`src/hw/rtl/weno5_pkg.sv`:
```
package weno5_pkg;

   localparam int MAX_POINTS_DEF = 4096;

   // configuration register indexes
   localparam int CSR_IDX_W = 2;
   localparam logic [CSR_IDX_W-1:0] CSR_INV_GRID_STEP = 2'd0;
   localparam logic [CSR_IDX_W-1:0] CSR_TIME_STEP     = 2'd1;
   localparam logic [CSR_IDX_W-1:0] CSR_VELOCITY      = 2'd2;

   localparam logic [30:0] INV_GRID_STEP_RST = 31'd65536;
   localparam logic [30:0] TIME_STEP_RST     = 31'd655;
   localparam logic [31:0] VELOCITY_RST      = 32'd65536;

   localparam logic [63:0]  EPS_Q32  = 64'd4;
   localparam logic [111:0] TERM_CAP = 112'd1 << 40;

   // (2^65 + 1) / 3: floor(m / 3) = (m * RECIP3) >> 65 for any 64-bit m
   localparam logic [63:0]  RECIP3   = 64'hAAAA_AAAA_AAAA_AAAB;

   // micro-step numbers
   localparam int STEP_W = 5;
   localparam logic [STEP_W-1:0] ST_DIFF  = 5'd0;   // five steps
   localparam logic [STEP_W-1:0] ST_CAND  = 5'd5;
   localparam logic [STEP_W-1:0] ST_SQX   = 5'd6;   // three steps
   localparam logic [STEP_W-1:0] ST_DIV12 = 5'd9;   // three steps
   localparam logic [STEP_W-1:0] ST_SQY   = 5'd12;  // three steps
   localparam logic [STEP_W-1:0] ST_NORM  = 5'd15;
   localparam logic [STEP_W-1:0] ST_RATIO = 5'd16;  // three steps
   localparam logic [STEP_W-1:0] ST_HSQ   = 5'd19;  // three steps
   localparam logic [STEP_W-1:0] ST_NUM   = 5'd22;  // three steps
   localparam logic [STEP_W-1:0] ST_FLUX  = 5'd25;
   localparam logic [STEP_W-1:0] ST_COEF  = 5'd26;
   localparam logic [STEP_W-1:0] ST_TERM  = 5'd27;
   localparam logic [STEP_W-1:0] ST_LAST  = ST_TERM;

   // step groups
   localparam logic [3:0] G_DIFF  = 4'd0;
   localparam logic [3:0] G_CAND  = 4'd1;
   localparam logic [3:0] G_SQX   = 4'd2;
   localparam logic [3:0] G_DIV12 = 4'd3;
   localparam logic [3:0] G_SQY   = 4'd4;
   localparam logic [3:0] G_NORM  = 4'd5;
   localparam logic [3:0] G_RATIO = 4'd6;
   localparam logic [3:0] G_HSQ   = 4'd7;
   localparam logic [3:0] G_NUM   = 4'd8;
   localparam logic [3:0] G_FLUX  = 4'd9;
   localparam logic [3:0] G_COEF  = 4'd10;
   localparam logic [3:0] G_TERM  = 4'd11;

   // step kinds
   localparam logic [1:0] K_MUL   = 2'd0;
   localparam logic [1:0] K_DIV   = 2'd1;
   localparam logic [1:0] K_LOCAL = 2'd2;
   localparam logic [1:0] K_NORM  = 2'd3;

   typedef struct packed {
      logic              shift;
      logic              start;
      logic [STEP_W-1:0] step;
      logic              load_out;
      logic [11:0]       cidx;
   } cmd_type;

   typedef struct packed {
      logic done;
   } sts_type;

   function automatic logic [3:0] step_group(input logic [STEP_W-1:0] s);
      priority if (s < ST_CAND)  return G_DIFF;
      else if (s < ST_SQX)       return G_CAND;
      else if (s < ST_DIV12)     return G_SQX;
      else if (s < ST_SQY)       return G_DIV12;
      else if (s < ST_NORM)      return G_SQY;
      else if (s < ST_RATIO)     return G_NORM;
      else if (s < ST_HSQ)       return G_RATIO;
      else if (s < ST_NUM)       return G_HSQ;
      else if (s < ST_FLUX)      return G_NUM;
      else if (s < ST_COEF)      return G_FLUX;
      else if (s < ST_TERM)      return G_COEF;
      else                       return G_TERM;
   endfunction

   function automatic logic [STEP_W-1:0] group_base(input logic [3:0] g);
      unique case (g)
         G_DIFF:  return ST_DIFF;
         G_CAND:  return ST_CAND;
         G_SQX:   return ST_SQX;
         G_DIV12: return ST_DIV12;
         G_SQY:   return ST_SQY;
         G_NORM:  return ST_NORM;
         G_RATIO: return ST_RATIO;
         G_HSQ:   return ST_HSQ;
         G_NUM:   return ST_NUM;
         G_FLUX:  return ST_FLUX;
         G_COEF:  return ST_COEF;
         default: return ST_TERM;
      endcase
   endfunction

   // divide by 12 runs as a multiply by the reciprocal of 3
   function automatic logic [1:0] group_kind(input logic [3:0] g);
      unique case (g)
         G_RATIO, G_FLUX: return K_DIV;
         G_CAND:          return K_LOCAL;
         G_NORM:          return K_NORM;
         default:         return K_MUL;
      endcase
   endfunction

   function automatic logic [63:0] mag64(input logic signed [63:0] v);
      return v[63] ? 64'(-v) : 64'(v);
   endfunction

   function automatic logic [63:0] sat_add64(input logic [63:0] a, input logic [63:0] b);
      logic [64:0] s;
      s = {1'b0, a} + {1'b0, b};
      return s[64] ? '1 : s[63:0];
   endfunction

endpackage

```
`src/hw/rtl/weno5_ctrl.sv`:
```
module weno5_ctrl
   import weno5_pkg::*;
#(
   parameter int MaxPoints = MAX_POINTS_DEF
)
(
   input  logic    clock,
   input  logic    reset,
   input  logic    req_valid,
   input  logic    req_first,
   output logic    req_ready,
   input  logic    rsp_ready,
   output logic    rsp_valid,
   output cmd_type cmd,
   input  sts_type sts
);

   localparam int CW = $clog2(MaxPoints + 1);
   localparam int IW = (CW > 12) ? CW : 12;

   localparam logic [1:0] S_IDLE  = 2'd0;
   localparam logic [1:0] S_ISSUE = 2'd1;
   localparam logic [1:0] S_WAIT  = 2'd2;
   localparam logic [1:0] S_OUT   = 2'd3;

   logic [1:0]        state_ff, state_in;
   logic [STEP_W-1:0] step_ff, step_in;
   logic [CW-1:0]     rc_ff, rc_in, rc_new;
   logic              ov_ff, ov_in;
   logic              accept, taken, emit, load;
   logic [IW-1:0]     idx_wide;

   assign req_ready = (state_ff == S_IDLE);
   assign accept    = req_valid && req_ready;

   // row count saturates at the row limit; beyond it no result
   always_comb begin
      taken  = 1'b1;
      rc_new = rc_ff;
      if (req_first) begin
         rc_new = CW'(1);
      end else if (rc_ff < CW'(MaxPoints)) begin
         rc_new = rc_ff + CW'(1);
      end else begin
         taken = 1'b0;
      end
   end

   assign emit     = taken && (rc_new >= CW'(6));
   assign rc_in    = accept ? rc_new : rc_ff;
   assign idx_wide = IW'(rc_new) - IW'(3);

   assign load  = (state_ff == S_OUT) && (!ov_ff || rsp_ready);
   assign ov_in = load || (ov_ff && !rsp_ready);

   always_comb begin
      state_in = state_ff;
      step_in  = step_ff;
      unique case (state_ff)
         S_IDLE: begin
            if (accept && emit) begin
               state_in = S_ISSUE;
               step_in  = ST_DIFF;
            end
         end
         S_ISSUE: begin
            state_in = S_WAIT;
         end
         S_WAIT: begin
            if (sts.done) begin
               if (step_ff == ST_LAST) begin
                  state_in = S_OUT;
               end else begin
                  state_in = S_ISSUE;
                  step_in  = step_ff + STEP_W'(1);
               end
            end
         end
         S_OUT: begin
            if (load) begin
               state_in = S_IDLE;
            end
         end
         default: state_in = S_IDLE;
      endcase
   end

   always_ff @(posedge clock) begin
      if (reset) begin
         state_ff <= S_IDLE;
         step_ff  <= '0;
         rc_ff    <= '0;
         ov_ff    <= 1'b0;
      end else begin
         state_ff <= state_in;
         step_ff  <= step_in;
         rc_ff    <= rc_in;
         ov_ff    <= ov_in;
      end
   end

   assign rsp_valid    = ov_ff;
   assign cmd.shift    = accept;
   assign cmd.start    = (state_ff == S_ISSUE);
   assign cmd.step     = step_ff;
   assign cmd.load_out = load;
   assign cmd.cidx     = idx_wide[11:0];

endmodule

```
`config.mk`:
```
export PLATFORM = sky130hd
export DESIGN_NAME = weno5_ctrl
export DESIGN_NICKNAME = d
export VERILOG_FILES = /design/src/hw/rtl/weno5_pkg.sv /design/src/hw/rtl/weno5_ctrl.sv
export SDC_FILE = /design/constraint.sdc
export NUM_CORES = 1
export LEC_CHECK = 0
export BUFFER_PORTS_ARGS = -buffer_cell sky130_fd_sc_hd__clkbuf_2
export CAP_MARGIN = 20
export CORE_MARGIN = 2
export CORE_UTILIZATION = 63
export CTS_BUF_LIST = sky130_fd_sc_hd__clkbuf_4 sky130_fd_sc_hd__clkbuf_8
export CTS_CLUSTER_DIAMETER = 80
export CTS_CLUSTER_SIZE = 10
export DETAILED_ROUTE_END_ITERATION = 8
export PLACE_DENSITY_LB_ADDON = 0.25
export SLEW_MARGIN = 20
export SYNTH_ARGS = -nofsm -noshare
export SYNTH_HDL_FRONTEND = slang
export SYNTH_SLANG_ARGS = --single-unit
```
`constraint.sdc`:
```
create_clock -name clock -period 5.9 [get_ports clock]
set_clock_uncertainty 0.2 [all_clocks]
set_input_delay 1.18 -clock clock [delete_from_list [all_inputs] [get_ports clock]]
set_output_delay 1.18 -clock clock [all_outputs]
set_load 0.005 [all_outputs]
```
==> results of run 1 <==
layer usage:
| layer | share of wire [%] | GRT usage [%] |
|---|---|---|
| met1 | 44 | 34.9 |
| met2 | 48 | 51.0 |
| met3 | 6.0 | 3.49 |
| met4 | 2.2 | 9.35 |
| met5 | 0 | 0 |
cell usage after synthesis (2+ instances only):
cell type and n:
nand2_1 25, a21oi_1 27, xor2_1 4, and3_1 2
a21o_1 2, xnor2_1 12, or3_1 6, mux2i_1 2
o2bb2ai_1 2, or4_1 4, clkbuf_1 11, nand3b_1 3
nor4_1 4, dfxtp_1 21, o21ai_0 9, buf_2 2
inv_1 8, nor3_1 8, or2_2 3, ha_1 4
a211oi_1 2, buf_4 2, nand3_1 5, nand4_1 3
nor2_1 24, o211ai_1 3, nor2b_1 5
power by group through the flow:
stage	combinational, µW	clock, µW	sequential [µW]
floorplan	25.6	0	147
global placement	36.2	0	148
detailed placement	37.5	0	148
CTS	37.8	74.8	145
global route	42.3	78.9	145
finish	38.3	73.6	145
cell type report:
class | count | area share, %
well taps | 30 | 2.11
clock inverters | 1 | 0.281
inverters | 8 | 1.69
multi-input cells | 177 | 63.4
clock buffers | 3 | 1.27
repair buffers | 27 | 7.60
flip-flops and latches | 21 | 23.6
cell families after synthesis:
family | count (synthesis) | synth area share [%]
and+or+nand+nor | 99 | 32.0
xor gates and xnor gates | 16 | 8.52
DFF | 21 | 25.6
adders and majority gates | 4 | 3.04
muxes | 4 | 3.27
buffers and inverters | 23 | 5.86
AOI/OAI and AO/OA | 54 | 21.7
registers in the layout (all words and copies together) (netlist names):
| signal | count |
|---|---|
| rc_ff | 13 |
| step_ff | 5 |
| state_ff | 2 |
| rsp_valid | 1 |
final timing paths:
check / startpoint / to / slack (ns) / cells past startpoint
setup reg to reg: rc_ff[0] / step_ff[3] / 2.75 / 9
hold / removal: rc_ff[10] / rc_ff[10] / 0.32 / 2
hold reg to reg: rc_ff[10] / rc_ff[10] / 0.32 / 2
setup / recovery: req_first / cmd[10] / 1.28 / 8
per-stage QoR:
stage,std cells,power [µW]
after floorplan,221,173
after global placement,263,184
after detailed placement,263,185
after CTS,267,257
after global routing,267,266
final,267,257
critical path, stage by stage:
cell and delay [ns]:
clkbuf_2 0.33, nor2_1 0.36, inv_1 0.09, ha_1 0.26, or3_1 0.45, nor4_1 0.26, xnor2_1 0.16, clkbuf_2 0.13
==> flow_metrics.env, run 1 <==
export IMPL_ys_types=45
export IMPL_layout_drive_gt1_share_pct=17.3
export IMPL_comb_power_share_pct=14.9
export IMPL_outcome="finished clean"
export IMPL_clkLatencyLatePin_ns=0.32
export IMPL_drt_total_wl_um=4070
export IMPL_clock_sinks=21
export IMPL_pre_cts_slack_ns=1.34
export IMPL_ys_seq_elements=21
export IMPL_crit_type="in2out"
export IMPL_num_vias=1701
export IMPL_num_antenna_cells=0
export IMPL_async_flop_share_pct=0
export IMPL_coreArea_um2=2480
export IMPL_regArea_um2=420
export IMPL_startpoint_type="input port"
export IMPL_setup_viol=0
export IMPL_fin_nets=248
export IMPL_fin_ws_ns=1.28
export IMPL_initial_core_util_pct=66.4
export IMPL_cts_root_buffer="clkbuf_4"
export IMPL_syn_nets=231
export IMPL_grt_pass1_vias=1444
export IMPL_synth_top_area_share_pct=25.6
export IMPL_clk_pin_slew_ns=0.12
export IMPL_area_growth_pct=8.14
export IMPL_die_width_um=55.1
export IMPL_grt_max_degree=28
export IMPL_post_cts_resized=0
export IMPL_avgViaCountPerCell=6.37
export IMPL_maxCapViolCount=0
export IMPL_p_int_uw=183
export IMPL_drt_initial_drc_count=68
export IMPL_synth_warnings=0
export IMPL_grt_remaining_overflow=0
export IMPL_maxSlewViolCount=0
export IMPL_rsz0062_at_grt="false"
export IMPL_pwr_share_clk_pct=28.7
export IMPL_synthTopCellsByArea="dfxtp_1, a21oi_1, xnor2_1"
export IMPL_tightest_slew_ns=0.569
export IMPL_track_usage_pct=28.4
export IMPL_portBuffers=27
export IMPL_yosys_area_top_type="dfxtp_1"
export IMPL_switching_share_pct=28.7
export IMPL_hold_slack_ns=0.316
export IMPL_fmax_ghz=0.217
export IMPL_synth_edf_count=0
export IMPL_fin_area_um2=1780
export IMPL_gp_congestion=0.909
export IMPL_cts_max_path_buffers=2
export IMPL_cp_end_kind="output pin"
export IMPL_seq_area_frac_synth_pct=25.6
export IMPL_required_ns=4.52
export IMPL_critPathArrivalTime_ns=3.24
export IMPL_hold_class="reg2reg"
export IMPL_die_area_um2=3030
export IMPL_postRouteAntennaNets=0
export IMPL_tns_ns=0
export IMPL_dieHeight_um=55.1
export IMPL_antenna_found_initial=0
export IMPL_io_pins=28
export IMPL_cts_hold_buf=0
export IMPL_grt_pass1_wl_um=6310
export IMPL_fin_crit_sh_pct=78.2
export IMPL_syn_inst=221
export IMPL_first_pass_iters=4
export IMPL_path_max_fanout=27
export IMPL_wire_per_inst_um=15.3
export IMPL_htreeDepth=1
export IMPL_power_density_nw_per_um2=144
export IMPL_std_cell_rows=18
export IMPL_hold_viol_final=0
export IMPL_fillers=209
export IMPL_synth_area_per_cell_um2=7.44
export IMPL_dpl_hpwl_um=2900
export IMPL_relSlewSlack_pct=62.0
export IMPL_dpl_instance_area_um2=1750
export IMPL_ir_worst_vdd_mv=0.154
export IMPL_post_route_drc_count=0
export IMPL_syn_area_um2=1640
export IMPL_post_cts_buffers=0
export IMPL_ys_flop_type="dfxtp_1"
export IMPL_multiInputGateArea_um2=1130
export IMPL_switching_power_uw=73.7
export IMPL_final_cell_mix="a21oi_1, clkbuf_2, nand2_1, nor2_1, dfxtp_1"
export IMPL_final_util_pct=71.8
export IMPL_p_leak_uw=0.000688
export IMPL_power_frac_seq_pct=56.4
export IMPL_numCtsBuffers=3
export IMPL_timing_final_crit_period_ns=4.62
export IMPL_cts_tree="yes"
Power figures use the tool's default switching activity.
==> run 2: changes to the inputs <==
ABC_AREA = 1   (was default)
CORE_UTILIZATION = 58   (was 63)
clock period = 4.44 ns   (was 5.9 ns; I/O delays follow)
==> flow_metrics.env, run 2 <==
export IMPL_synth_warnings=0
export IMPL_startpoint_type="input port"
export IMPL_tightest_slew_ns=0.499
export IMPL_syn_inst=250
export IMPL_cts_root_buffer="clkbuf_4"
export IMPL_synthTopCellsByArea="dfxtp_1, nand2_1, inv_1"
export IMPL_drt_initial_drc_count=120
export IMPL_dpl_instance_area_um2=1780
export IMPL_portBuffers=27
export IMPL_layout_drive_gt1_share_pct=23.0
export IMPL_num_vias=1596
export IMPL_ir_worst_vdd_mv=0.381
export IMPL_power_density_nw_per_um2=467
export IMPL_syn_nets=260
export IMPL_grt_remaining_overflow=0
export IMPL_coreArea_um2=2730
export IMPL_die_area_um2=3290
export IMPL_dp_cells=301
export IMPL_synthMostInstantiatedCell="nand2_1"
export IMPL_post_cts_buffers=0
export IMPL_io_pins=28
export IMPL_critPathArrivalTime_ns=2.87
export IMPL_seq_area_frac_synth_pct=25.5
export IMPL_async_flop_share_pct=0
export IMPL_synth_common_cells="nand2_1, inv_1, dfxtp_1, nor2_1"
export IMPL_fin_area_um2=1810
export IMPL_hold_viol_final=0
export IMPL_timing_final_crit_period_ns=3.96
export IMPL_rrSetupSlack_ns=1.88
export IMPL_crit_start="req_first"
export IMPL_grt_max_degree=26
export IMPL_antenna_found_initial=0
export IMPL_setup_viol=0
export IMPL_htreeDepth=1
export IMPL_cp_end_kind="output pin"
export IMPL_layout_commonest_cell="nand2_1"
export IMPL_avgViaCountPerCell=5.23
export IMPL_std_cell_rows=19
export IMPL_p_leak_uw=0.000842
export IMPL_synth_edf_count=0
export IMPL_top_regs="rc_ff (13), step_ff (5), state_ff (2)"
export IMPL_clock_sinks=21
export IMPL_track_usage_pct=24.0
export IMPL_fillers=270
export IMPL_grt_pass1_vias=1433
export IMPL_clk_pin_slew_ns=0.12
export IMPL_tns_ns=0
export IMPL_numCtsBuffers=3
export IMPL_maxSlewViolCount=0
export IMPL_r2r_end="step_ff[2]"
export IMPL_ys_flop_type="dfxtp_1"
export IMPL_drt_total_wl_um=3680
export IMPL_final_cells=305
export IMPL_dieHeight_um=57.3
export IMPL_post_cts_resized=0
export IMPL_gp_congestion=0.854
export IMPL_maxCapViolCount=0
export IMPL_crit_type="in2out"
export IMPL_cts_tree="yes"
export IMPL_synth_area_per_cell_um2=6.60
export IMPL_regMostFlops="rc_ff"
export IMPL_path_max_fanout=13
export IMPL_required_ns=3.35
export IMPL_dpl_hpwl_um=2790
export IMPL_min_path_cells=2
export IMPL_hp_start="rsp_valid"
export IMPL_postRouteAntennaNets=0
export IMPL_grt_pass1_wl_um=6240
export IMPL_fin_nets=285
export IMPL_final_cell_mix="nand2_1, inv_1, clkbuf_2, nor2_1, dfxtp_1"
export IMPL_area_growth_pct=9.94
export IMPL_r2r_start="rc_ff[12]"
export IMPL_outcome="finished clean"
export IMPL_regArea_um2=420
export IMPL_fin_crit_sh_pct=89.2
export IMPL_multiInputGateArea_um2=1030
export IMPL_num_antenna_cells=0
export IMPL_synth_top_area_share_pct=25.5
export IMPL_min_to="rsp_valid"
export IMPL_hold_class="reg2reg"
export IMPL_largest_register_ffs=13
export IMPL_rsz0062_at_grt="false"
export IMPL_cts_hold_buf=0
export IMPL_post_route_drc_count=0
export IMPL_cts_max_path_buffers=2
export IMPL_first_pass_iters=4
export IMPL_yosys_area_top_type="dfxtp_1"
export IMPL_ys_types=31
export IMPL_hold_slack_ns=0.311
export IMPL_wire_per_inst_um=12.0
export IMPL_r2r_cells=17
export IMPL_fmax_ghz=0.253
export IMPL_syn_area_um2=1650
export IMPL_ys_seq_elements=21
export IMPL_die_width_um=57.3
export IMPL_clkLatencyLatePin_ns=0.31
export IMPL_relSlewSlack_pct=66.5
export IMPL_initial_core_util_pct=60.3
## run 2: cell count changes after synthesis, moves of 7 or more
cell,before,now
inv_1,8,36
nand2_1,25,48
a21oi_1,27,20
nand3_1,5,20
xnor2_1,12,5
clkbuf_1,11,3
## run 2: cell type report
class	count	area share, %
sequential	21	23.2
tap	31	2.14
inverter	40	8.28
multi-input combinational	181	56.9
timing repair buffer	28	7.87
clock buffer	4	1.66
## run 2: worst max-delay path, cell delays in order
cell and delay, ns:
clkbuf_2 0.10, inv_1 0.37, o21ai_0 0.26, ha_1 0.31
nor4_2 0.51, nand3_1 0.15, xor2_1 0.15, clkbuf_2 0.13
## run 2: kinds of logic after synthesis
kind of cell	count (synthesis)	share of synthesized area, %
XOR/XNOR	13	6.90
buffers and inverters	48	12.0
AND/OR/NAND/NOR	123	38.9
adder cells (fa/ha/maj)	4	3.04
flip-flops	21	25.5
AO/OA/AOI/OAI	41	13.7
## run 2: stage by stage
step	total power (µW)	setup slack, ns	utilization [%]
global placement	740	0.566	65.2
CTS	851	0.503	66.3
global route	924	0.291	66.3
detailed placement	748	0.525	65.2
finish	846	0.481	66.3
floorplan	604	1.16	-
## run 2: how the worst max path moves through the flow
stage / end / slack [ns] / cells after the start
detailed placement: cmd[8] / 0.52 / 8
CTS: cmd[8] / 0.50 / 8
finish: cmd[8] / 0.48 / 8
global route: cmd[8] / 0.29 / 8
global placement: cmd[8] / 0.57 / 8
floorplan: cmd[8] / 1.16 / 7
## run 2: power by group
| part | switching (µW) | total (µW) | internal (µW) | leakage, µW |
|---|---|---|---|---|
| combinational | 273 | 460 | 188 | 0.000652 |
| clock | 62.4 | 104 | 41.2 | 0.0000184 |
| sequential | 52.7 | 282 | 229 | 0.000172 |
## run 2: metal layers
layer	share of wire, %	track usage [%]	routed length [µm]
met5	0	0	0
met4	0.93	7.97	34
met3	4.3	2.49	157
met2	49	42.4	1810
met1	46	30.6	1680
==> run 3: changes to the inputs <==
ABC_AREA = default   (was 1)
==> flow_metrics.env, run 3 (same netlist as run 1, synthesis figures left out) <==
export IMPL_outcome="finished clean"
export IMPL_std_cell_rows=19
export IMPL_crit_type="reg2out"
export IMPL_portBuffers=27
export IMPL_required_ns=3.35
export IMPL_clkLatencyLatePin_ns=0.32
export IMPL_cts_max_path_buffers=2
export IMPL_relSlewSlack_pct=67.5
export IMPL_post_route_drc_count=0
export IMPL_setup_viol=0
export IMPL_ir_worst_vdd_mv=0.186
export IMPL_first_pass_iters=4
export IMPL_grt_pass1_wl_um=6480
export IMPL_timing_final_crit_period_ns=3.87
export IMPL_critical_path_max_stage_delay_ns=0.50
export IMPL_cp_slowest_cell="dfxtp_1"
export IMPL_area_growth_pct=9.28
export IMPL_r2r_cells=8
export IMPL_post_cts_buffers=0
export IMPL_power_density_nw_per_um2=193
export IMPL_dieHeight_um=57.2
export IMPL_htreeDepth=1
export IMPL_path_max_fanout=7
export IMPL_maxSlewViolCount=0
export IMPL_startpoint_type="flip-flop"
export IMPL_gp_congestion=0.893
export IMPL_fin_crit_sh_pct=87.1
export IMPL_num_vias=1651
export IMPL_r2r_start="rc_ff[0]"
export IMPL_drt_total_wl_um=3780
export IMPL_min_to="rc_ff[10]"
export IMPL_antenna_found_initial=0
export IMPL_tns_ns=0
export IMPL_fin_area_um2=1800
export IMPL_grt_pass1_vias=1419
export IMPL_fin_nets=250
export IMPL_io_pins=28
export IMPL_dpl_hpwl_um=2750
export IMPL_hold_class="reg2reg"
export IMPL_cts_tree="yes"
export IMPL_largest_register_ffs=13
export IMPL_postRouteAntennaNets=0
export IMPL_layout_drive_gt1_share_pct=18.0
export IMPL_wire_per_inst_um=14.0
export IMPL_die_width_um=57.2
export IMPL_final_cell_mix="a21oi_1, clkbuf_2, nand2_1, nor2_1, dfxtp_1"
export IMPL_grt_remaining_overflow=0
export IMPL_avgViaCountPerCell=6.11
export IMPL_num_antenna_cells=0
export IMPL_min_path_cells=2
export IMPL_regMostFlops="rc_ff"
export IMPL_maxCapViolCount=0
export IMPL_die_area_um2=3280
export IMPL_cts_root_buffer="clkbuf_4"
export IMPL_coreArea_um2=2730
export IMPL_cp_end_kind="output pin"
export IMPL_r2r_end="step_ff[4]"
export IMPL_dpl_instance_area_um2=1770
export IMPL_numCtsBuffers=3
export IMPL_cts_hold_buf=0
export IMPL_hold_viol_final=0
export IMPL_tightest_slew_ns=0.486
export IMPL_rrSetupSlack_ns=1.44
export IMPL_grt_max_degree=22
export IMPL_hp_start="rc_ff[10]"
export IMPL_top_regs="rc_ff (13), step_ff (5), state_ff (2)"
export IMPL_rsz0062_at_grt="false"
export IMPL_clock_sinks=21
export IMPL_post_cts_resized=0
export IMPL_p_leak_uw=0.000694
export IMPL_critPathArrivalTime_ns=2.78
export IMPL_clk_pin_slew_ns=0.13
export IMPL_fmax_ghz=0.259
export IMPL_initial_core_util_pct=60.1
export IMPL_drt_initial_drc_count=62
export IMPL_track_usage_pct=24.8
export IMPL_worstPathCellList="ha_1, and4b_1, o211ai_1, o2bb2ai_1, or3_1, nor4_1, xnor2_1, clkbuf_2"
run 3: cell count changes in the layout (fill, tap and decap cells not counted), moves of 5 or more:
cell,before,now
a21oi_1,20,27
inv_1,36,8
nand2_1,48,25
nand2_2,6,0
nand3_1,20,5
nor2_4,6,0
nor2b_1,0,5
nor3_1,2,8
o21ai_0,14,9
or3_1,0,6
xnor2_1,5,12
run 3: routing by layer:
metal  vias up  share of wire [%]  global-route usage, %
met3         4                5.0                   3.40
met5         -                  0                      0
li1        819                  -                      -
met2        55                 49                   41.5
met4         0               0.82                   8.64
met1       773                 45                   32.9
run 3: metrics by stage:
stage | hold slack, ns | cells | power, µW | setup WS [ns] | util (%)
2_1_floorplan | 0.258 | 221 | 230 | 0.573 | -
3_3_place_gp | 0.277 | 266 | 248 | 0.774 | 64.6
3_5_place_dp | 0.284 | 266 | 249 | 0.663 | 64.6
4_1_cts | 0.300 | 270 | 346 | 0.591 | 65.7
5_1_grt | 0.322 | 270 | 360 | 0.342 | 65.7
6_report | 0.303 | 270 | 347 | 0.574 | 65.7
run 3: area by class of cell:
| cell class | count | area [µm²] |
|---|---|---|
| Sequential cell | 21 | 420 |
| Clock buffer | 3 | 22.5 |
| Multi-Input combinational cell | 177 | 1130 |
| Inverter | 8 | 30.0 |
| Fill cell | 257 | 937 |
| Tap cell | 31 | 38.8 |
| Timing Repair Buffer | 29 | 150 |
| Clock inverter | 1 | 7.51 |
run 3: power breakdown:
| group | total [µW] | internal, µW | switching [µW] |
|---|---|---|---|
| combinational | 52.5 | 21.1 | 31.5 |
| clock | 102 | 34.5 | 67.8 |
| sequential | 192 | 190 | 2.58 |
run 3: worst max-delay path, delay by kind of cell, from the launching register on:
kind,cells,cell delay [ns]
AO/OA/AOI/OAI,2,0.32
flip-flops,1,0.50
XOR/XNOR,1,0.17
buffers and inverters,1,0.14
adder cells (fa/ha/maj),1,0.28
AND/OR/NAND/NOR,3,1.04
run 3: how the worst max path moves through the flow:
| stage | cells past startpoint | slack, ns | startpoint | end |
|---|---|---|---|---|
| 4_1_cts | 8 | 0.59 | rc_ff[0] | cmd[10] |
| 2_1_floorplan | 9 | 0.57 | req_first | cmd[10] |
| 3_3_place_gp | 8 | 0.77 | req_first | cmd[10] |
| 6_report | 8 | 0.57 | rc_ff[0] | cmd[10] |
| 3_5_place_dp | 8 | 0.66 | req_first | cmd[10] |
| 5_1_grt | 8 | 0.34 | rc_ff[0] | cmd[10] |
